`src/rtl/core/hsvpw_pkg.sv`:
```
// Package: shared types, constants and stage payloads of the HSV/RGB pixel writer.
package hsvpw_pkg;

   // Framebuffer geometry
   localparam int MAX_WIDTH  = 64;
   localparam int MAX_HEIGHT = 128;

   // Field and register widths
   localparam int COORD_W    = 16;
   localparam int HUE_W      = 15;
   localparam int BYTE_W     = 8;
   localparam int ADDR_W     = 13;
   localparam int AW_W       = 7;
   localparam int AH_W       = 8;
   localparam int CSR_DATA_W = 8;
   localparam int CSR_IDX_W  = 1;

   localparam logic [AW_W-1:0] AW_RESET = AW_W'(64);
   localparam logic [AH_W-1:0] AH_RESET = AH_W'(128);

   // Configuration register indexes
   typedef enum logic [CSR_IDX_W-1:0] {
      CSR_ACTIVE_WIDTH  = 1'b0,
      CSR_ACTIVE_HEIGHT = 1'b1
   } csr_index_type;

   // Command codes
   localparam logic ACT_RGB = 1'b0;
   localparam logic ACT_HSV = 1'b1;

   // Hue geometry in 1/64 degree: one sector is 60 degrees
   localparam int HUE_SECTOR = 3840;
   localparam int HUE_PAIR   = 2 * HUE_SECTOR;
   localparam int K_W        = 12;
   localparam int T_W        = 13;

   // Product widths
   localparam int PROD_W = 16;
   localparam int NUM_W  = 28;
   localparam int M_W    = 20;
   localparam int Q15_W  = 16;

   // floor(n/255) for 16-bit n: (n * 32897) >> 23
   localparam int RECIP255       = 32897;
   localparam int RECIP255_SHIFT = 23;
   // floor(m/15) for 20-bit m: (m * 1118482) >> 24
   localparam int RECIP15        = 1118482;
   localparam int RECIP15_W      = 21;
   localparam int RECIP15_SHIFT  = 24;
   // 979200 = 256 * 15 * 255
   localparam int MID_PRE_SHIFT  = 8;

   // Which channel carries c+m (hi), x+m (mid) and m (lo); named first-second
   typedef enum logic [2:0] {
      SEC_R_G,   // r = hi,  g = mid, b = lo
      SEC_G_R,   // r = mid, g = hi,  b = lo
      SEC_G_B,   // r = lo,  g = hi,  b = mid
      SEC_B_G,   // r = lo,  g = mid, b = hi
      SEC_B_R,   // r = mid, g = lo,  b = hi
      SEC_R_B    // r = hi,  g = lo,  b = mid
   } sector_type;

   typedef struct packed {
      logic                       action;
      logic signed [COORD_W-1:0]  pixel_x;
      logic signed [COORD_W-1:0]  pixel_y;
      logic        [BYTE_W-1:0]   red_in;
      logic        [BYTE_W-1:0]   green_in;
      logic        [BYTE_W-1:0]   blue_in;
      logic        [HUE_W-1:0]    hue;
      logic        [BYTE_W-1:0]   saturation;
      logic        [BYTE_W-1:0]   brightness;
   } req_payload_type;

   typedef struct packed {
      logic                write_enable;
      logic [ADDR_W-1:0]   write_address;
      logic [BYTE_W-1:0]   red_out;
      logic [BYTE_W-1:0]   green_out;
      logic [BYTE_W-1:0]   blue_out;
   } rsp_payload_type;

   // Fields common to every pipeline stage
   typedef struct packed {
      logic                ok;
      logic [ADDR_W-1:0]   addr;
      logic                action;
      sector_type          sector;
      logic [BYTE_W-1:0]   hi;
      logic [BYTE_W-1:0]   red;
      logic [BYTE_W-1:0]   green;
      logic [BYTE_W-1:0]   blue;
   } common_type;

   typedef struct packed {
      common_type          c;
      logic [K_W-1:0]      k;
      logic [PROD_W-1:0]   vs;
      logic [PROD_W-1:0]   vns;
   } s1_type;

   typedef struct packed {
      common_type          c;
      logic [NUM_W-1:0]    num;
      logic [BYTE_W-1:0]   lo;
   } s2_type;

   typedef struct packed {
      common_type          c;
      logic [Q15_W-1:0]    q15;
      logic [BYTE_W-1:0]   lo;
   } s3_type;

endpackage

```
`src/rtl/core/hsvpw_req_if.sv`:
```
// Interface: pixel command channel (valid, ready, command payload).
interface hsvpw_req_if;
   import hsvpw_pkg::*;

   logic            valid;
   logic            ready;
   req_payload_type data;

   modport source (output valid, output data, input ready);
   modport sink   (input valid, input data, output ready);
endinterface

```
`src/rtl/core/hsvpw_rsp_if.sv`:
```
// Interface: framebuffer write channel (valid, ready, write payload).
interface hsvpw_rsp_if;
   import hsvpw_pkg::*;

   logic            valid;
   logic            ready;
   rsp_payload_type data;

   modport source (output valid, output data, input ready);
   modport sink   (input valid, input data, output ready);
endinterface

```
`src/rtl/core/hsv_rgb_pixel_writer_unit.sv`:
```
// Top level: pipelined HSV/RGB pixel writer with bounds check and address generation.
//
//   channel   | direction | handshake          | carries
//   ----------+-----------+--------------------+----------------------------------------
//   req_bus   | in        | valid/ready        | action, pixel_x/y, RGB bytes, HSV
//   rsp_bus   | out       | valid/ready        | write_enable, write_address, RGB bytes
//   csr_*     | in        | write enable only  | active_width (0), active_height (1)
//
// One transfer per cycle on both channels while the response side is ready. A request
// taken passes four register stages, one per dependent multiply (v*s, the numerator,
// then the reciprocal divides by 15 and by 255), the last of them the output register.
// Synchronous active-high reset clears the stage valid bits and loads the
// active size to 64 x 128. A stalled response freezes every stage at once, so
// no item is dropped or repeated; ready follows the output register's state.
module hsv_rgb_pixel_writer_unit (
   input  logic                                clock,
   input  logic                                reset,
   hsvpw_req_if.sink                           req_bus,
   hsvpw_rsp_if.source                         rsp_bus,
   input  logic                                csr_write_enable,
   input  logic [hsvpw_pkg::CSR_IDX_W-1:0]     csr_index,
   input  logic [hsvpw_pkg::CSR_DATA_W-1:0]    csr_write_data
);
   import hsvpw_pkg::*;

   // ---------------------------------------------------------------------
   // Configuration registers
   // ---------------------------------------------------------------------
   logic [AW_W-1:0] active_width_ff, active_width_in;
   logic [AH_W-1:0] active_height_ff, active_height_in;

   always_comb begin
      active_width_in  = active_width_ff;
      active_height_in = active_height_ff;
      if (csr_write_enable) begin
         unique case (csr_index_type'(csr_index))
            CSR_ACTIVE_WIDTH:  active_width_in  = csr_write_data[AW_W-1:0];
            CSR_ACTIVE_HEIGHT: active_height_in = csr_write_data[AH_W-1:0];
            default: ;
         endcase
      end
   end

   always_ff @(posedge clock) begin
      if (reset) begin
         active_width_ff  <= AW_RESET;
         active_height_ff <= AH_RESET;
      end else begin
         active_width_ff  <= active_width_in;
         active_height_ff <= active_height_in;
      end
   end

   // ---------------------------------------------------------------------
   // Pipeline control: every stage advances together unless the output
   // register holds a result that is not being taken.
   // ---------------------------------------------------------------------
   logic advance;
   logic s1_valid_ff, s2_valid_ff, s3_valid_ff, out_valid_ff;

   assign advance       = !out_valid_ff || rsp_bus.ready;
   assign req_bus.ready = advance;

   // ---------------------------------------------------------------------
   // Stage 1: bounds check, address, sector, triangle k, v*s and v*(255-s)
   // ---------------------------------------------------------------------
   s1_type             s1_ff, s1_in;
   logic [COORD_W-1:0] wlim, hlim;
   logic [HUE_W-1:0]   hue;
   logic [T_W-1:0]     hue_t;
   logic [BYTE_W-1:0]  sat, val;

   always_comb begin
      hue = req_bus.data.hue;
      sat = req_bus.data.saturation;
      val = req_bus.data.brightness;

      // Clamp the active size to the framebuffer
      wlim = (COORD_W'(active_width_ff) < COORD_W'(MAX_WIDTH)) ?
             COORD_W'(active_width_ff) : COORD_W'(MAX_WIDTH);
      hlim = (COORD_W'(active_height_ff) < COORD_W'(MAX_HEIGHT)) ?
             COORD_W'(active_height_ff) : COORD_W'(MAX_HEIGHT);

      s1_in.c.ok = !req_bus.data.pixel_x[COORD_W-1] && !req_bus.data.pixel_y[COORD_W-1]
                   && ($unsigned(req_bus.data.pixel_x) < wlim)
                   && ($unsigned(req_bus.data.pixel_y) < hlim);
      s1_in.c.addr = ADDR_W'(32'($unsigned(req_bus.data.pixel_x)) * 32'(MAX_HEIGHT)
                             + 32'($unsigned(req_bus.data.pixel_y)));
      s1_in.c.action = req_bus.data.action;
      s1_in.c.hi     = val;
      s1_in.c.red    = req_bus.data.red_in;
      s1_in.c.green  = req_bus.data.green_in;
      s1_in.c.blue   = req_bus.data.blue_in;

      // Sector and hue reduced mod two sectors; hue past 360 degrees
      // stays in the last sector
      if (32'(hue) < HUE_SECTOR) begin
         s1_in.c.sector = SEC_R_G;
         hue_t          = T_W'(hue);
      end else if (32'(hue) < HUE_PAIR) begin
         s1_in.c.sector = SEC_G_R;
         hue_t          = T_W'(hue);
      end else if (32'(hue) < 3 * HUE_SECTOR) begin
         s1_in.c.sector = SEC_G_B;
         hue_t          = T_W'(32'(hue) - HUE_PAIR);
      end else if (32'(hue) < 2 * HUE_PAIR) begin
         s1_in.c.sector = SEC_B_G;
         hue_t          = T_W'(32'(hue) - HUE_PAIR);
      end else if (32'(hue) < 5 * HUE_SECTOR) begin
         s1_in.c.sector = SEC_B_R;
         hue_t          = T_W'(32'(hue) - 2 * HUE_PAIR);
      end else begin
         s1_in.c.sector = SEC_R_B;
         if (32'(hue) < 3 * HUE_PAIR) begin
            hue_t = T_W'(32'(hue) - 2 * HUE_PAIR);
         end else if (32'(hue) < 4 * HUE_PAIR) begin
            hue_t = T_W'(32'(hue) - 3 * HUE_PAIR);
         end else begin
            hue_t = T_W'(32'(hue) - 4 * HUE_PAIR);
         end
      end

      s1_in.k = (32'(hue_t) >= HUE_SECTOR) ? K_W'(HUE_PAIR - 32'(hue_t)) : K_W'(hue_t);

      s1_in.vs  = PROD_W'(val) * PROD_W'(sat);
      s1_in.vns = PROD_W'(val) * PROD_W'(8'd255 - sat);
   end

   // ---------------------------------------------------------------------
   // Stage 2: numerator v*s*k + v*(255-s)*3840, and m = floor(v*(255-s)/255)
   // ---------------------------------------------------------------------
   s2_type      s2_in, s2_ff;
   logic [31:0] lo_prod;

   always_comb begin
      s2_in.c   = s1_ff.c;
      s2_in.num = NUM_W'(s1_ff.vs) * NUM_W'(s1_ff.k)
                  + NUM_W'(s1_ff.vns) * NUM_W'(HUE_SECTOR);
      lo_prod   = 32'(s1_ff.vns) * 32'(RECIP255);
      s2_in.lo  = lo_prod[RECIP255_SHIFT +: BYTE_W];
   end

   // ---------------------------------------------------------------------
   // Stage 3: divide numerator by 256, then by 15 through a reciprocal
   // ---------------------------------------------------------------------
   s3_type                      s3_in, s3_ff;
   logic [M_W-1:0]              num_m;
   logic [M_W+RECIP15_W-1:0]    q15_prod;

   always_comb begin
      s3_in.c   = s2_ff.c;
      s3_in.lo  = s2_ff.lo;
      num_m     = s2_ff.num[MID_PRE_SHIFT +: M_W];
      q15_prod  = (M_W+RECIP15_W)'(num_m) * (M_W+RECIP15_W)'(RECIP15);
      s3_in.q15 = q15_prod[RECIP15_SHIFT +: Q15_W];
   end

   // ---------------------------------------------------------------------
   // Stage 4: divide by 255, route channels by sector or pass RGB through, blank out-of-area
   // ---------------------------------------------------------------------
   rsp_payload_type   out_ff, out_in;
   logic [31:0]       mid_prod;
   logic [BYTE_W-1:0] mid, lo, hi;
   logic [BYTE_W-1:0] red, green, blue;

   always_comb begin
      mid_prod = 32'(s3_ff.q15) * 32'(RECIP255);
      mid      = mid_prod[RECIP255_SHIFT +: BYTE_W];
      lo       = s3_ff.lo;
      hi       = s3_ff.c.hi;

      case (s3_ff.c.sector)
         SEC_R_G: begin red = hi;  green = mid; blue = lo;  end
         SEC_G_R: begin red = mid; green = hi;  blue = lo;  end
         SEC_G_B: begin red = lo;  green = hi;  blue = mid; end
         SEC_B_G: begin red = lo;  green = mid; blue = hi;  end
         SEC_B_R: begin red = mid; green = lo;  blue = hi;  end
         default: begin red = hi;  green = lo;  blue = mid; end
      endcase

      if (s3_ff.c.action == ACT_RGB) begin
         red   = s3_ff.c.red;
         green = s3_ff.c.green;
         blue  = s3_ff.c.blue;
      end

      if (s3_ff.c.ok) begin
         out_in.write_enable  = 1'b1;
         out_in.write_address = s3_ff.c.addr;
         out_in.red_out       = red;
         out_in.green_out     = green;
         out_in.blue_out      = blue;
      end else begin
         out_in = '0;
      end
   end

   // ---------------------------------------------------------------------
   // Stage registers: valid bits reset, payload holds while stalled
   // ---------------------------------------------------------------------
   always_ff @(posedge clock) begin
      if (reset) begin
         s1_valid_ff  <= 1'b0;
         s2_valid_ff  <= 1'b0;
         s3_valid_ff  <= 1'b0;
         out_valid_ff <= 1'b0;
      end else if (advance) begin
         s1_valid_ff  <= req_bus.valid;
         s2_valid_ff  <= s1_valid_ff;
         s3_valid_ff  <= s2_valid_ff;
         out_valid_ff <= s3_valid_ff;
      end
   end

   always_ff @(posedge clock) begin
      if (advance) begin
         s1_ff  <= s1_in;
         s2_ff  <= s2_in;
         s3_ff  <= s3_in;
         out_ff <= out_in;
      end
   end

   assign rsp_bus.valid = out_valid_ff;
   assign rsp_bus.data  = out_ff;

endmodule

```
`src/flat_wrapper.sv`:
```
// flat-port wrapper written by rule: the top's interface ports become plain ports
module hsv_rgb_pixel_writer_unit_flat import hsvpw_pkg::*;
  (clock, reset, csr_write_enable, csr_index, csr_write_data, req_bus_valid, req_bus_data, req_bus_ready, rsp_bus_valid, rsp_bus_data, rsp_bus_ready);
  hsvpw_req_if req_bus_i ();
  hsvpw_rsp_if rsp_bus_i ();
  input  logic clock;
  input  logic reset;
  input  logic csr_write_enable;
  input  logic [hsvpw_pkg::CSR_IDX_W-1:0] csr_index;
  input  logic [hsvpw_pkg::CSR_DATA_W-1:0] csr_write_data;
  input wire logic [$bits(req_bus_i.valid)-1:0] req_bus_valid;
  input wire logic [$bits(req_bus_i.data)-1:0] req_bus_data;
  output wire logic [$bits(req_bus_i.ready)-1:0] req_bus_ready;
  output wire logic [$bits(rsp_bus_i.valid)-1:0] rsp_bus_valid;
  output wire logic [$bits(rsp_bus_i.data)-1:0] rsp_bus_data;
  input wire logic [$bits(rsp_bus_i.ready)-1:0] rsp_bus_ready;
  assign req_bus_i.valid = req_bus_valid;
  assign req_bus_i.data = req_bus_data;
  assign req_bus_ready = req_bus_i.ready;
  assign rsp_bus_valid = rsp_bus_i.valid;
  assign rsp_bus_data = rsp_bus_i.data;
  assign rsp_bus_i.ready = rsp_bus_ready;
  hsv_rgb_pixel_writer_unit u_core (.clock(clock), .reset(reset), .req_bus(req_bus_i), .rsp_bus(rsp_bus_i), .csr_write_enable(csr_write_enable), .csr_index(csr_index), .csr_write_data(csr_write_data));
endmodule
```
`config.mk`:
```
export PLATFORM = sky130hd
export DESIGN_NAME = hsv_rgb_pixel_writer_unit_flat
export DESIGN_NICKNAME = d
export VERILOG_FILES = /design/src/rtl/core/hsvpw_pkg.sv /design/src/rtl/core/hsvpw_req_if.sv /design/src/rtl/core/hsvpw_rsp_if.sv /design/src/rtl/core/hsv_rgb_pixel_writer_unit.sv /design/src/flat_wrapper.sv
export SDC_FILE = /design/constraint.sdc
export NUM_CORES = 1
export LEC_CHECK = 0
export BUFFER_PORTS_ARGS = -buffer_cell sky130_fd_sc_hd__buf_2
export CAP_MARGIN = 20
export CORE_ASPECT_RATIO = 1.1
export CORE_MARGIN = 8
export CORE_UTILIZATION = 55
export CTS_CLUSTER_SIZE = 10
export DETAILED_ROUTE_END_ITERATION = 6
export PLACE_DENSITY = 0.84
export SYNTH_ARGS = -nofsm -noshare
export SYNTH_HDL_FRONTEND = slang
export SYNTH_SLANG_ARGS = --single-unit
export TNS_END_PERCENT = 100
```
`constraint.sdc`:
```
create_clock -name clock -period 15.47 [get_ports clock]
set_clock_uncertainty 0.2 [all_clocks]
set_input_delay 0.7735 -clock clock [delete_from_list [all_inputs] [get_ports clock]]
set_output_delay 0.7735 -clock clock [all_outputs]
set_load 0.02 [all_outputs]
```
==> metrics list <==
- Data arrives at the worst endpoint at 7.62 ns.
- The number of global-route vias before repair is 21,000.
* Net count after synthesis: 3,536
* Worst-path clk slew: 0.05 ns
- Critical-path top delay cell: fa_1
- The tightest hold path in the finished design has a slack of 0.194 ns.
- The synthesized design contains 303 register bits.
* Cell area after placement: 30,300 sq um
* Hold Violations, Final: 0
* # setup viols final: 0
- Stage delay of the slowest cell on the critical path: 0.52 ns
- The worst setup path is of the reg2reg kind.
- The number of max-slew violations in the final report came to 0.
- Routed wire length: 60,400 microns
- Cell seen most often among critical-path stages: fa_1
- Once detailed placement completed, the half-perimeter wirelength came to 48,200 microns.
* Fraction of the mapped netlist area in adder cells: 39.5%
* Average footprint of a synthesized cell: 10.8 sq um
- STA classifies the critical path endpoint as a flop.
- Height of the die: 257 microns
* First-pass detailed-route iteration total: 5
* Synth top area cells: edfxtp_1 29%, fa_1 20%, ha_1 19%, inv_1 6.1%, nand2_1 3.1%
- The initial antenna violation count is 0.
- Drt via density: 5.53
- Yosys mapped a number of flops with a built-in enable equal to 284.
- The synthesized netlist devotes 7.64% of its cell area to compound gates.
- TritonCTS built the clock tree.
- The clock passes through at most 3 buffers.
- Largest family of logic cells by synthesized area: adder cells
- Max-cap violations in this run came to 0.
* Buffers inserted during post-CTS setup optimization: 0
- Initial DRC count: 1,052
- # diodes: 0
* Final global-route overflow total: 0
* Die Area: 60,300 sq um
- In the final design database the tool counted 3,650 nets.
- Summed over its instances, the top area cell type makes up 29.4% of the synthesized netlist area.
* Type of the tightest min-delay check: in2reg
* Core footprint: 52,300 sq um
* Filler Cell Count: 4,070
* Portion of the clock cycle consumed by the worst path in the final layout: 48.7%
- In the synthesized netlist the async set-or-reset flop fraction comes to 0%.
* Antenna violation net count after detailed routing: 0
* Maximum fanout along the worst path: 4
- I/O pin count: 142
- Mux contribution to synthesized area: 0.656%
* Post-Synth XOR/XNOR Area: 3.02%
- In this run the tightest slew margin relative to its limit is 34.5%.
* Global-route wire length before repair: 100,000 microns
- Proportion of layout cells with a drive suffix above 1: 7.50%
- At the pin with the least slew margin, the transition time is 0.958 ns.
* Unrepaired setup endpoints after global routing: no
* Die extent in x: 235 microns
- Crit path time final: 7.53 ns
- After detailed routing, the average wire length per cell comes to 17.2 microns.
* Overall via count from detail_route: 19,400
* Remaining design rule violation count: 0
- Level count of the clock H-tree: 2
- Final weighted congestion of routability-driven global placement: 0.914
* Kind of start point of the critical path: flop
- STA puts the critical path data required time at 15.56 ns.
- Standard-cell rows: 88
* Number of gates resized after CTS: 0
- During placement, the flow inserted port buffers numbering 141.
- Portion of the post-synthesis area used by sequential elements: 30.7%
* Peak clock frequency supported by timing: 133 MHz
* Pin count of the biggest net entering global routing: 160
- Hold buffer count at CTS: 0
* Distinct cell type count after synthesis: 69
- Clock root buffer: clkbuf_16
* Area share of and/or/nand/nor cells after synthesis: 11.4%
- Cell Area, Synth: 29,000 sq um
- Leading register cell type out of synthesis: edfxtp_1
* Layout area overhead: 8.58%
* Clk sink count: 303
- The clock reaches the later pin of the worst-skew pair after 0.56 ns.
- Synth Instances: 2,695
* Starting density of the core: 55.4%
- Total routing resource utilization after global routing: 19.9%
* Total CTS buffers: 38
- Layout Cell Area excl Fill: 31,500 sq um
- Accumulated negative setup slack: 0 ns
* Outcome: finished clean
- Cell accounting for the most synthesized area: edfxtp_1
- For this run, the number of Yosys warnings is 0.
[worst paths after layout]
kind	from	endpoint	slack, ns	cells after the start
max	u_core.s1_ff[3]	u_core.num_m[19]	7.94	26
min	req_bus_data[53]	u_core.s1_ff[66]	0.19	1
max reg2reg	u_core.s1_ff[3]	u_core.num_m[19]	7.94	26
min reg2reg	u_core.s2_ff[80]	u_core.s3_ff[68]	0.21	0
[registers in the layout, summed over array words and instances, names as in the netlist, 7 cells and up]
register	cells
u_core.active_height_ff	8
u_core.active_width_ff	7
u_core.hi	8
u_core.lo	8
u_core.num_m	20
u_core.rsp_bus.data	38
u_core.s1_ff	94
u_core.s2_ff	58
u_core.s3_ff	58
[logic make-up (layout without fill, tap and decap cells)]
| logic type | after synthesis | in the layout |
|---|---|---|
| and+or+nand+nor | 667 | 667 |
| DFF | 303 | 303 |
| xor gates and xnor gates | 100 | 100 |
| adders and majority gates | 739 | 739 |
| muxes | 18 | 18 |
| buffers and inverters | 537 | 669 |
| AOI/OAI and AO/OA | 331 | 331 |
[area by class of cell]
class	count	area, sq um	share of cell area [%]
clock buffers	50	996	3.17
well taps	675	845	2.68
repair buffers	144	741	2.35
flip-flops and latches	303	8910	28.3
multi-input cells	1855	18000	57.3
clock inverters	8	168	0.533
inverters	467	1760	5.60
[per-layer routing]
metal	routed length, microns	vias to the layer above	global-route usage [%]
met3	2290	114	2.36
met4	1800	0	6.45
met2	31300	448	36.7
li1	-	9190	-
met5	0	-	0
met1	25000	9624	23.9
[metrics by stage]
step	instances	utilization, %	setup WS, ns
after global routing	3502	60.1	7.55
final	3502	60.1	7.94
after CTS	3502	60.1	7.96
after global placement	3444	57.9	8.15
after floorplan	2695	-	7.94
after detailed placement	3444	57.9	7.97
[cells in the final DEF, fill, tap and decap left out, types with 22 or more instances in the layout]
cell type,count
inv_1,466
ha_1,445
fa_1,294
edfxtp_1,284
nand2_1,237
buf_2,141
and2_1,137
nor2_1,93
a21oi_1,84
xnor2_1,72
o21ai_0,67
nor2b_1,51
nand2b_1,46
clkbuf_16,38
a21o_1,37
xor2_1,28
nor3_1,27
nand3_1,22
[cells in the mapped netlist (all sizes together) (5+ instances only)]
library cell / instances
or3: 6
nor4: 7
a41oi: 6
mux2: 5
nand4: 14
nand2b: 46
dfxtp: 19
inv: 467
clkbuf: 67
a211oi: 8
nor3: 27
a211o: 11
edfxtp: 284
fa: 294
a221oi: 6
and2: 137
nor2b: 51
xnor2: 72
o22ai: 12
xor2: 28
o31ai: 5
o221ai: 5
ha: 445
a21oi: 86
a21boi: 7
nand2: 237
a31oi: 14
o21ai: 67
a22oi: 5
nor2: 93
and3: 13
nand3: 22
o21a: 15
o211ai: 7
a21o: 37
mux2i: 13
[critical path, delay by kind of cell (launching register included)]
family          cells  cell delay (ns)
compound gates      7             1.55
xor+xnor            2             0.26
fa+ha+maj           8             3.55
buf+inv             4             0.38
flops               1             0.46
simple gates        5             0.87
Power is not shown: default switching activity piles up to over one toggle a cycle in this logic, so the estimate is an artifact.
